File: config.mk
export PLATFORM = sky130hd
export DESIGN_NAME = vigenere_stream_cipher_core_flat
export DESIGN_NICKNAME = d
export VERILOG_FILES = /design/src/vsc_pkg.sv /design/src/vsc_if.sv /design/src/vigenere_stream_cipher_core.sv /design/src/vsc_xform.sv /design/src/flat_wrapper.sv
export SDC_FILE = /design/constraint.sdc
export NUM_CORES = 1
export LEC_CHECK = 0
export BUFFER_PORTS_ARGS = -buffer_cell sky130_fd_sc_hd__buf_2
export CORE_UTILIZATION = 45
export DETAILED_ROUTE_END_ITERATION = 10
export PLACE_DENSITY = 0.59
export SLEW_MARGIN = 30
export SYNTH_ARGS = -nofsm -noshare
export SYNTH_HDL_FRONTEND = slang
export SYNTH_SLANG_ARGS = --single-unit
File: constraint.sdc
create_clock -name i_clk -period 34.9 [get_ports i_clk]
set_input_delay 1.745 -clock i_clk [delete_from_list [all_inputs] [get_ports i_clk]]
set_output_delay 1.745 -clock i_clk [all_outputs]
set_load 0.01 [all_outputs]
File: src/vsc_pkg.sv
`timescale 1ns / 1ps

package vsc_pkg;

    // Key storage
    localparam int KEY_CHARS  = 32;
    localparam int KEY_POS_W  = 5;
    localparam int KEY_LEN_W  = 6;
    localparam int KEY_WORDS  = 4;
    localparam int WORD_W     = 64;

    // Character and modulus constants
    localparam int CH_W       = 7;
    localparam int OUT_W      = 8;
    localparam int ARITH_W    = 10;
    localparam int ALPHA_LEN  = 26;
    localparam int BASE_UPPER = 65;
    localparam int BASE_LOWER = 97;

    // Configuration register indexes
    typedef enum logic [2:0] {
        REG_CASE_MODE = 3'd0,
        REG_DIRECTION = 3'd1,
        REG_KEY_LEN   = 3'd2,
        REG_KEY_WORD0 = 3'd3,
        REG_KEY_WORD1 = 3'd4,
        REG_KEY_WORD2 = 3'd5,
        REG_KEY_WORD3 = 3'd6
    } t_reg_idx;

    // Case modes
    typedef enum logic [1:0] {
        MODE_UPPER = 2'd0,
        MODE_LOWER = 2'd1,
        MODE_MIXED = 2'd2,
        MODE_MIXED_ALT = 2'd3
    } t_case_mode;

    // Result status codes
    typedef enum logic [1:0] {
        ST_OK        = 2'd0,
        ST_NO_KEY    = 2'd1,
        ST_TEXT_CASE = 2'd2,
        ST_KEY_CASE  = 2'd3
    } t_status;

    localparam logic DIR_ENCRYPT = 1'b0;

    // Live configuration seen by the transform
    typedef struct packed {
        t_case_mode                           case_mode;
        logic                                 direction;
        logic [KEY_LEN_W-1:0]                 key_length;
        logic [KEY_WORDS-1:0][WORD_W-1:0]     key_word;
    } t_cfg;

    // Transform result for one character
    typedef struct packed {
        logic [OUT_W-1:0]     out_ch;
        t_status              status;
        logic [KEY_POS_W-1:0] next_pos;
    } t_xform_res;

endpackage

File: src/vsc_if.sv
`timescale 1ns / 1ps

// Character request channel
interface vsc_in_if;
    logic       valid;
    logic       ready;
    logic [6:0] ch;
    logic       first;

    modport source (output valid, output ch, output first, input ready);
    modport sink   (input valid, input ch, input first, output ready);
endinterface

// Result request channel
interface vsc_out_if;
    logic       valid;
    logic       ready;
    logic [7:0] out_ch;
    logic [1:0] status;

    modport source (output valid, output out_ch, output status, input ready);
    modport sink   (input valid, input out_ch, input status, output ready);
endinterface

// Register write channel
interface vsc_cfg_if;
    logic        valid;
    logic        ready;
    logic [2:0]  index;
    logic [63:0] data;

    modport source (output valid, output index, output data, input ready);
    modport sink   (input valid, input index, input data, output ready);
endinterface

File: src/vigenere_stream_cipher_core.sv
`timescale 1ns / 1ps

// Channel   Role    Payload               Handshake
// i_in      sink    ch[6:0], first        valid/ready
// o_out     source  out_ch[7:0], status   valid/ready
// i_cfg     sink    index[2:0], data[63:0] valid/ready, always ready
//
// One character per cycle unless the result stalls; input then output register.
// The key position register closes its loop in the transform stage.
// Reset is synchronous, active low, and clears the stage valid flags, the key
// position and the configuration registers to zero.
// A stalled result holds the output register; the input register still takes
// a character when empty or when the output register has room or drains.

module vigenere_stream_cipher_core (
    input  logic   i_clk,
    input  logic   i_rst_n,
    vsc_in_if.sink     i_in,
    vsc_out_if.source  o_out,
    vsc_cfg_if.sink    i_cfg
);
    import vsc_pkg::*;

    t_cfg                  r_cfg;
    logic                  r_in_valid;
    logic [CH_W-1:0]       r_ch;
    logic                  r_first;
    logic [KEY_POS_W-1:0]  r_key_pos;
    logic                  r_out_valid;
    logic [OUT_W-1:0]      r_out_ch;
    t_status               r_status;

    logic                  w_in_fire;
    logic                  w_adv;
    logic                  n_in_valid;
    logic                  n_out_valid;
    t_xform_res            w_res;

    assign w_adv     = r_in_valid && (!r_out_valid || o_out.ready);
    assign i_in.ready = !r_in_valid || w_adv;
    assign w_in_fire = i_in.valid && i_in.ready;
    assign i_cfg.ready = 1'b1;

    assign o_out.valid  = r_out_valid;
    assign o_out.out_ch = r_out_ch;
    assign o_out.status = r_status;

    // Next occupancy of both stages
    always_comb begin
        n_in_valid = r_in_valid;
        if (w_in_fire) begin
            n_in_valid = 1'b1;
        end else if (w_adv) begin
            n_in_valid = 1'b0;
        end
        n_out_valid = r_out_valid;
        if (w_adv) begin
            n_out_valid = 1'b1;
        end else if (o_out.ready) begin
            n_out_valid = 1'b0;
        end
    end

    vsc_xform u_xform (
        .i_cfg     (r_cfg),
        .i_ch      (r_ch),
        .i_first   (r_first),
        .i_key_pos (r_key_pos),
        .o_res     (w_res)
    );

    // Hold control state, key position and configuration
    always_ff @(posedge i_clk) begin
        if (!i_rst_n) begin
            r_in_valid  <= 1'b0;
            r_out_valid <= 1'b0;
            r_key_pos   <= '0;
            r_cfg       <= '0;
        end else begin
            r_in_valid  <= n_in_valid;
            r_out_valid <= n_out_valid;
            if (w_adv) begin
                r_key_pos <= w_res.next_pos;
            end
            if (i_cfg.valid && i_cfg.ready) begin
                case (t_reg_idx'(i_cfg.index))
                    REG_CASE_MODE: r_cfg.case_mode  <= t_case_mode'(i_cfg.data[1:0]);
                    REG_DIRECTION: r_cfg.direction  <= i_cfg.data[0];
                    REG_KEY_LEN:   r_cfg.key_length <= i_cfg.data[KEY_LEN_W-1:0];
                    REG_KEY_WORD0: r_cfg.key_word[0] <= i_cfg.data;
                    REG_KEY_WORD1: r_cfg.key_word[1] <= i_cfg.data;
                    REG_KEY_WORD2: r_cfg.key_word[2] <= i_cfg.data;
                    REG_KEY_WORD3: r_cfg.key_word[3] <= i_cfg.data;
                    default: ;
                endcase
            end
        end
    end

    // Capture request payload and result payload
    always_ff @(posedge i_clk) begin
        if (w_in_fire) begin
            r_ch    <= i_in.ch;
            r_first <= i_in.first;
        end
        if (w_adv) begin
            r_out_ch <= w_res.out_ch;
            r_status <= w_res.status;
        end
    end

endmodule

File: src/vsc_xform.sv
`timescale 1ns / 1ps

module vsc_xform (
    input  vsc_pkg::t_cfg                  i_cfg,
    input  logic [vsc_pkg::CH_W-1:0]       i_ch,
    input  logic                           i_first,
    input  logic [vsc_pkg::KEY_POS_W-1:0]  i_key_pos,
    output vsc_pkg::t_xform_res            o_res
);
    import vsc_pkg::*;

    localparam int REM_STEPS = 11;
    localparam int STEP_W    = 11;

    // Truncated remainder by a modulus input: parallel compares against multiples
    function automatic logic signed [ARITH_W-1:0] srem(
        input logic signed [ARITH_W-1:0] x,
        input logic [CH_W-1:0]           m
    );
        logic [STEP_W-1:0]  mag;
        logic [STEP_W-1:0]  sub;
        logic [STEP_W-1:0]  step;
        logic [ARITH_W-1:0] rem;
        mag  = x[ARITH_W-1] ? STEP_W'(-x) : STEP_W'(x);
        sub  = '0;
        step = '0;
        for (int k = 1; k <= REM_STEPS; k++) begin
            step = STEP_W'(k) * STEP_W'(m);
            if (mag >= step) begin
                sub = step;
            end
        end
        rem = ARITH_W'(mag - sub);
        return x[ARITH_W-1] ? -$signed(rem) : $signed(rem);
    endfunction

    function automatic logic is_up(input logic [OUT_W-1:0] c);
        return (c >= OUT_W'(BASE_UPPER)) && (c <= OUT_W'(BASE_UPPER + ALPHA_LEN - 1));
    endfunction

    function automatic logic is_lo(input logic [OUT_W-1:0] c);
        return (c >= OUT_W'(BASE_LOWER)) && (c <= OUT_W'(BASE_LOWER + ALPHA_LEN - 1));
    endfunction

    logic [KEY_LEN_W-1:0]        w_len;
    logic [KEY_POS_W-1:0]        w_base_pos;
    logic [KEY_POS_W-1:0]        w_pos;
    logic [KEY_LEN_W-1:0]        w_pos_inc;
    logic [OUT_W-1:0]            w_key_raw;
    logic [OUT_W-1:0]            w_text;
    logic signed [ARITH_W-1:0]   w_t;
    logic signed [ARITH_W-1:0]   w_p;
    logic                        w_mixed;
    logic                        w_upper;
    logic                        w_ws;
    logic                        w_text_bad;
    logic                        w_key_bad;
    logic [CH_W-1:0]             w_base;
    logic [CH_W-1:0]             w_fold;
    logic signed [ARITH_W-1:0]   w_sum;
    logic signed [ARITH_W-1:0]   w_rem;
    logic signed [ARITH_W-1:0]   w_res;

    // Clamp key length and pick the current key byte
    assign w_len      = (i_cfg.key_length > KEY_LEN_W'(KEY_CHARS)) ?
                        KEY_LEN_W'(KEY_CHARS) : i_cfg.key_length;
    assign w_base_pos = i_first ? '0 : i_key_pos;
    assign w_pos      = ({1'b0, w_base_pos} >= w_len) ? '0 : w_base_pos;
    assign w_pos_inc  = {1'b0, w_pos} + KEY_LEN_W'(1);
    assign w_key_raw  = i_cfg.key_word[w_pos[KEY_POS_W-1:3]][{w_pos[2:0], 3'b000} +: OUT_W];

    assign w_text  = {1'b0, i_ch};
    assign w_t     = $signed({3'b000, i_ch});
    assign w_p     = $signed({{(ARITH_W-OUT_W){w_key_raw[OUT_W-1]}}, w_key_raw});
    assign w_mixed = i_cfg.case_mode[1];
    assign w_upper = (i_cfg.case_mode == MODE_UPPER);
    assign w_ws    = (i_ch == CH_W'(32)) || ((i_ch >= CH_W'(9)) && (i_ch <= CH_W'(13)));

    // Case checks apply to encryption in the case modes only
    assign w_text_bad = !w_mixed && (i_cfg.direction == DIR_ENCRYPT) &&
                        (w_upper ? is_lo(w_text) : is_up(w_text));
    assign w_key_bad  = !w_mixed && (i_cfg.direction == DIR_ENCRYPT) &&
                        (w_upper ? is_lo(w_key_raw) : is_up(w_key_raw));

    // Shift the character modulo the alphabet
    always_comb begin
        w_base = w_upper ? CH_W'(BASE_UPPER) : CH_W'(BASE_LOWER);
        w_fold = is_up(w_text) ? CH_W'(BASE_UPPER) : CH_W'(BASE_LOWER);
        w_sum  = '0;
        w_rem  = '0;
        w_res  = '0;
        if (!w_mixed) begin
            if (i_cfg.direction == DIR_ENCRYPT) begin
                w_sum = w_t + w_p;
            end else begin
                w_sum = ARITH_W'(ALPHA_LEN) + w_t - w_p;
            end
            w_rem = srem(srem(w_sum, w_base), CH_W'(ALPHA_LEN));
            w_res = w_rem + $signed({3'b000, w_base});
        end else begin
            if (i_cfg.direction == DIR_ENCRYPT) begin
                w_sum = w_t - $signed({3'b000, w_fold}) + w_p;
            end else begin
                w_sum = w_t - $signed({3'b000, w_fold}) - w_p;
            end
            w_rem = srem(w_sum, CH_W'(ALPHA_LEN));
            w_res = w_rem + $signed({3'b000, w_fold});
            if ((i_cfg.direction != DIR_ENCRYPT) && w_rem[ARITH_W-1]) begin
                w_res = w_res + ARITH_W'(ALPHA_LEN);
            end
        end
    end

    // Select status, output and next key position
    always_comb begin
        o_res.out_ch   = w_text;
        o_res.status   = ST_OK;
        o_res.next_pos = w_base_pos;
        if (w_len == '0) begin
            o_res.status = ST_NO_KEY;
        end else if (w_ws) begin
            o_res.status = ST_OK;
        end else if (w_text_bad) begin
            o_res.status = ST_TEXT_CASE;
        end else if (w_key_bad) begin
            o_res.status = ST_KEY_CASE;
        end else begin
            o_res.out_ch   = w_res[OUT_W-1:0];
            o_res.next_pos = (w_pos_inc >= w_len) ? '0 : w_pos_inc[KEY_POS_W-1:0];
        end
    end

endmodule

File: src/flat_wrapper.sv
// flat-port wrapper written by rule: the top's interface ports become plain ports
module vigenere_stream_cipher_core_flat import vsc_pkg::*;
  (i_clk, i_rst_n, i_in_valid, i_in_ch, i_in_first, i_in_ready, o_out_valid, o_out_out_ch, o_out_status, o_out_ready, i_cfg_valid, i_cfg_index, i_cfg_data, i_cfg_ready);
  vsc_in_if i_in_i ();
  vsc_out_if o_out_i ();
  vsc_cfg_if i_cfg_i ();
  input  logic i_clk;
  input  logic i_rst_n;
  input wire logic [$bits(i_in_i.valid)-1:0] i_in_valid;
  input wire logic [$bits(i_in_i.ch)-1:0] i_in_ch;
  input wire logic [$bits(i_in_i.first)-1:0] i_in_first;
  output wire logic [$bits(i_in_i.ready)-1:0] i_in_ready;
  output wire logic [$bits(o_out_i.valid)-1:0] o_out_valid;
  output wire logic [$bits(o_out_i.out_ch)-1:0] o_out_out_ch;
  output wire logic [$bits(o_out_i.status)-1:0] o_out_status;
  input wire logic [$bits(o_out_i.ready)-1:0] o_out_ready;
  input wire logic [$bits(i_cfg_i.valid)-1:0] i_cfg_valid;
  input wire logic [$bits(i_cfg_i.index)-1:0] i_cfg_index;
  input wire logic [$bits(i_cfg_i.data)-1:0] i_cfg_data;
  output wire logic [$bits(i_cfg_i.ready)-1:0] i_cfg_ready;
  assign i_in_i.valid = i_in_valid;
  assign i_in_i.ch = i_in_ch;
  assign i_in_i.first = i_in_first;
  assign i_in_ready = i_in_i.ready;
  assign o_out_valid = o_out_i.valid;
  assign o_out_out_ch = o_out_i.out_ch;
  assign o_out_status = o_out_i.status;
  assign o_out_i.ready = o_out_ready;
  assign i_cfg_i.valid = i_cfg_valid;
  assign i_cfg_i.index = i_cfg_index;
  assign i_cfg_i.data = i_cfg_data;
  assign i_cfg_ready = i_cfg_i.ready;
  vigenere_stream_cipher_core u_core (.i_clk(i_clk), .i_rst_n(i_rst_n), .i_in(i_in_i), .o_out(o_out_i), .i_cfg(i_cfg_i));
endmodule
* Yosys cells after proc, flatten, opt, wreduce, memory -nomap -nowiden
Index checks and enable logic that the tools add are counted.
Storage, ports and cells: register bits after elaboration 290, output and inout bits 13, word-level logic and storage cells 202
Cells by class: $add $sub $neg 19, multipliers 7, $lt $le $gt $ge 47, equal/unequal tests 7, shift-type cells 1, muxes and demuxes 73, bitwise operators 1, reduce and logical (&&, ||, !) cells 31
Operators by type and width (count):
- $mux W10 | 26
- $bmux W64 S2 | 1
- $ge A11 B8 Y1 const B | 10
- $mux W8 | 13
- $mux W64 | 1
- $shiftx A64 B7 Y8 | 1
- $mux W5 | 9
- $ge A11 B10 Y1 | 4
- $ge A11 B7 Y1 const B | 4
- $ge A11 B9 Y1 const B | 4
- $mux W7 | 6
- $ge A11 B11 Y1 | 3
- $mux W11 | 3
- $neg A10 Y11 | 3
- $mul A3 B7 Y10 const A | 3
- $mux W6 | 5
- $ge A11 B5 Y1 const B | 2
- $ge A11 B6 Y1 const B | 2
- $ge A11 B9 Y1 | 2
- $mul A4 B7 Y11 const A | 2
- $neg A10 Y10 | 2
- $sub A10 B10 Y10 | 2
- $add A8 B8 Y9 | 2
- $mul A2 B7 Y9 const A | 2
- other kinds (38) | 74

* Logic depth before layout (Yosys ltp)
depth in word-level cells 52, mapped depth 87, depth with buffers taken out 74

* By module
A second synthesis with hierarchy kept.
Unflattened totals: cell total of the unflattened synthesis 2464, area total of the unflattened synthesis 19065.8 um2
By module, submodules not included:
- vigenere_stream_cipher_core | instances 1, cells an instance 1013, area each 9536.6 um2
- vsc_xform | instances 1, cells an instance 1451, area each 9529.1 um2

* Worst setup path before layout
OpenSTA, ideal clock, no wires.
path kind flip-flop to flip-flop, from register u_core.r_first, to register u_core.r_out_ch[6] (netlist: u_core.o_out.out_ch[6]) (data pin), library setup time 0.269 ns, arrival time 15.424 ns, required time 34.631 ns, path slack 19.207 ns, cell stages (with the launch flop) 80, period minus slack after synthesis 15.693 ns, path through edfxtp_1 -> buf_4 -> nand2b_4 -> inv_2 -> buf_6 -> buf_6 -> clkbuf_1 -> clkbuf_1 -> clkbuf_1 -> ha_1 -> a211oi_2 -> or2_4 -> o211ai_4 -> inv_2 -> buf_6 -> buf_6 -> clkbuf_1 -> clkbuf_1 -> (+44 left out) -> nor3_2 -> a21oi_1 -> o31ai_4 -> a21oi_2 -> a221o_1 -> a31o_1 -> ha_1 -> fa_1 -> nand3_1 -> nand2b_1 -> o21ai_0 -> xnor2_1 -> ha_1 -> nand3_1 -> o21ba_2 -> xor2_1 -> mux2i_1 -> a21oi_1
RTL lines:
- start: declaration | RTL line vigenere_stream_cipher_core.sv:27 | logic r_first;
- start signal: assignment | RTL line vigenere_stream_cipher_core.sv:104 | r_first <= i_in.first;
- end signal: assignment | RTL line vigenere_stream_cipher_core.sv:107 | r_out_ch <= w_res.out_ch;
- end: declaration | RTL line vigenere_stream_cipher_core.sv:30 | logic [OUT_W-1:0] r_out_ch;

==> metrics.txt <==
Avg Cell Area, Syn=approximately 7.6 um^2; Port-buffer cells=just over 90; #FFs+latches synth=290; Final min period=17510 ps; crit path kind=reg2reg; worst reg2reg path endpoint=u_core.o_out.out_ch[6]; Most used DFF post-synth=dfxtp_1; htree depth=2; # resized after CTS=0; Clock Tree Root=clkbuf_16; Synth Instances=roughly 2700; largest net degree at the start of global routing=200; routed length per instance=between 15 and 20 um; gpl congestion=~0.96; sequential area share after synthesis=29.7%; Cell Area, Synth=about 20000 um^2; Final Skew=between 20 and 30 ps; RSZ-0062 raised after global routing=false; DP Cell Count=between 3000 and 4000; initial core utilization=between 40% and 50%; # Post-CTS Setup Buffers=0; antenna violations before repair=6; worst skew pair latency=roughly 570 ps; total power=approximately 0.0020 W; Layout Nets=2827; met2 wire len=31500 um; Worst-path clk slew=~60 ps; CTS Hold Bufs=0; cell taking the most area after synthesis=dfxtp_1; period utilization=between 50 and 60%; post-synthesis async set-or-reset flop share=0%; Finish-stage setup viols=0; crit path max-delay cell type=dfxtp_1; Fillers=between 4000 and 5000; remaining antenna violation count=0; fraction of layout cells with a size suffix above 1=a little under a tenth; fin. max-slew vios=0; Final Util=roughly 50%; worst-margin pin slew=987 ps; Ports=93; via count of the first global-routing pass=about 18000; worst hold path type=reg2reg; Power Density=~90 nW/um^2; Rows=77; Die X=213 um; worst r2r path cells=66; startpoint types=register; yosys warns=0; Synth top area share=27.1%; GRT Total Usage=around 28%; Hold Slack=around 460 ps; hold wc startpoint=u_core.r_cfg[224]; worst rel slew slack=34.1%; Num CTS Buffers=35; Worst EP arrival=between 15000 and 20000 ps; Longest Clk Path Bufs=3; first-pass GRT wire length=about 100000 um; CP Capture Type=register; CTS sink cnt=290; LEAKAGE=approximately 8 nW; maxcap violations=0; core area=~44000 um^2; f_max=around 57 MHz; TritonCTS clock tree=done; Reg2Reg Setup Slack=approximately 17000 ps; Final Hold Vio Count=0; total global routing overflow=0; Worst path max stage delay=850 ps; DRC errors left=0; non-filler cells, final=around 3300; final setup TNS=0 ps; full die area=45600 um^2; status=finished clean; Hold Path Depth=2; Die Ht=approximately 210 um; Yosys cell types=112; synth-to-layout area growth=9.11%; commonest non-fill, non-tap cell in the layout=nand2_1; Iteration-0 DRC Markers=approximately 1500; EDFF count, synth=18; via count=19100; hold endpoint=u_core.r_cfg[224]; most frequent cells in the layout=nand2_1 (705), dfxtp_1 (272), a21boi_0 (259), a21oi_1 (135), nor2_1 (112); top cells by area, synth=dfxtp_1 (27%), nand2_1 (13%), a21boi_0 (9.7%); Worst EP required=between 30000 and 40000 ps; Vias/cell=between 5 and 6; Detailed Place HPWL=approximately 43000 um; Crit Path Max Fanout=48; Peak VDD IR=0.205 mV; Top Layer Used=met5; Critical Path Most Common Cell=ha_1; met3 wire len=3490 um; r2r startpoint=u_core.r_key_pos[0]; final wirelength=64800 um; syn nets=around 2800; TritonRoute pass-1 iters=5; M1 WL=27200 um
-- state kept, by name, summed over array words and instances (netlist names) --
name / flops
u_core.o_out.valid: 1
u_core.o_out.out_ch: 8
u_core.r_in_valid: 1
u_core.r_first: 1
u_core.o_out.status: 2
u_core.r_cfg: 265
u_core.r_ch: 7
u_core.r_key_pos: 5
-- kinds of logic after synthesis --
family / Yosys count / synth area share, %
compound gates: 772 / 28.2
xor+xnor: 111 / 4.90
fa+ha+maj: 96 / 6.15
buf+inv: 251 / 5.30
flops: 290 / 29.7
mux: 39 / 1.98
other cells: 2 / 0.0373
simple gates: 1097 / 23.7
-- power breakdown --
group / internal, W / switching [W]
clock: 0.000203 / 0.000149
sequential: 0.000345 / 0.00000566
combinational: 0.000531 / 0.000734
total: 0.00108 / 0.000889
-- worst max path at each step --
stage	startpoint	to	slack, ps	depth (start not counted)
finish	u_core.r_key_pos[0]	u_core.o_out.out_ch[6]	17390	66
global route	u_core.r_key_pos[0]	u_core.o_out.out_ch[6]	16190	66
CTS	u_core.r_key_pos[0]	u_core.o_out.out_ch[6]	17590	66
detailed placement	u_core.r_key_pos[0]	u_core.o_out.out_ch[6]	17640	66
global placement	u_core.r_key_pos[0]	u_core.o_out.out_ch[6]	18100	65
floorplan	u_core.r_first	u_core.o_out.out_ch[6]	19210	79
-- worst max-delay path: cells and delay by family, from the launching register on --
kind,cells,cell delay (ps)
buffers and inverters,7,1610
AND/OR/NAND/NOR,18,5120
XOR/XNOR,5,1000
AO/OA/AOI/OAI,26,5670
multiplexers,1,130
adder cells (fa/ha/maj),9,2810
flip-flops,1,850
-- layout make-up --
type / count / area [um^2] / area share (%)
multi-input combinational: 2117 / 13100 / 59.8
sequential: 290 / 5990 / 27.3
clock buffer: 49 / 978 / 4.46
tap: 592 / 741 / 3.37
timing repair buffer: 120 / 703 / 3.20
inverter: 87 / 327 / 1.49
clock inverter: 10 / 93.8 / 0.427
antenna: 2 / 5.00 / 0.0228
-- metrics by stage --
step           instance area [um^2]  worst slack [ps]
3_5_place_dp                  20800             17640
2_1_floorplan                 20100             19210
5_1_grt                       22000             16190
6_report                      22000             17390
3_3_place_gp                  20800             18100
4_1_cts                       21900             17590
-- cell usage after synthesis, types with 7 or more instances --
library cell and instances:
a211o_1 11, a211oi_1 16, a21boi_0 259, a21o_1 33
a21oi_1 135, a221oi_1 8, a22oi_1 10, a31oi_1 29
and2_1 9, and3_1 19, buf_1 8, buf_2 7
buf_6 13, clkbuf_1 131, dfxtp_1 272, edfxtp_1 18
ha_1 91, inv_1 82, mux2i_1 32, nand2_1 705
nand2b_1 20, nand3_1 85, nor2_1 114, nor2b_1 29
nor3_1 38, nor4_1 7, o2111ai_1 7, o211ai_1 16
o21a_1 12, o21ai_0 64, o21ai_1 11, o21bai_1 16
o221ai_1 36, o22ai_1 10, o31ai_1 9, or2_2 11
or3_1 14, xnor2_1 71, xor2_1 38
-- routing by layer --
layer  vias up  track usage [%]
met3       143             4.41
met4        10             12.7
met5         -                0
met1      9107             34.5
met2       569             49.5
li1       9276                -
(Power assumes the default switching activity.)
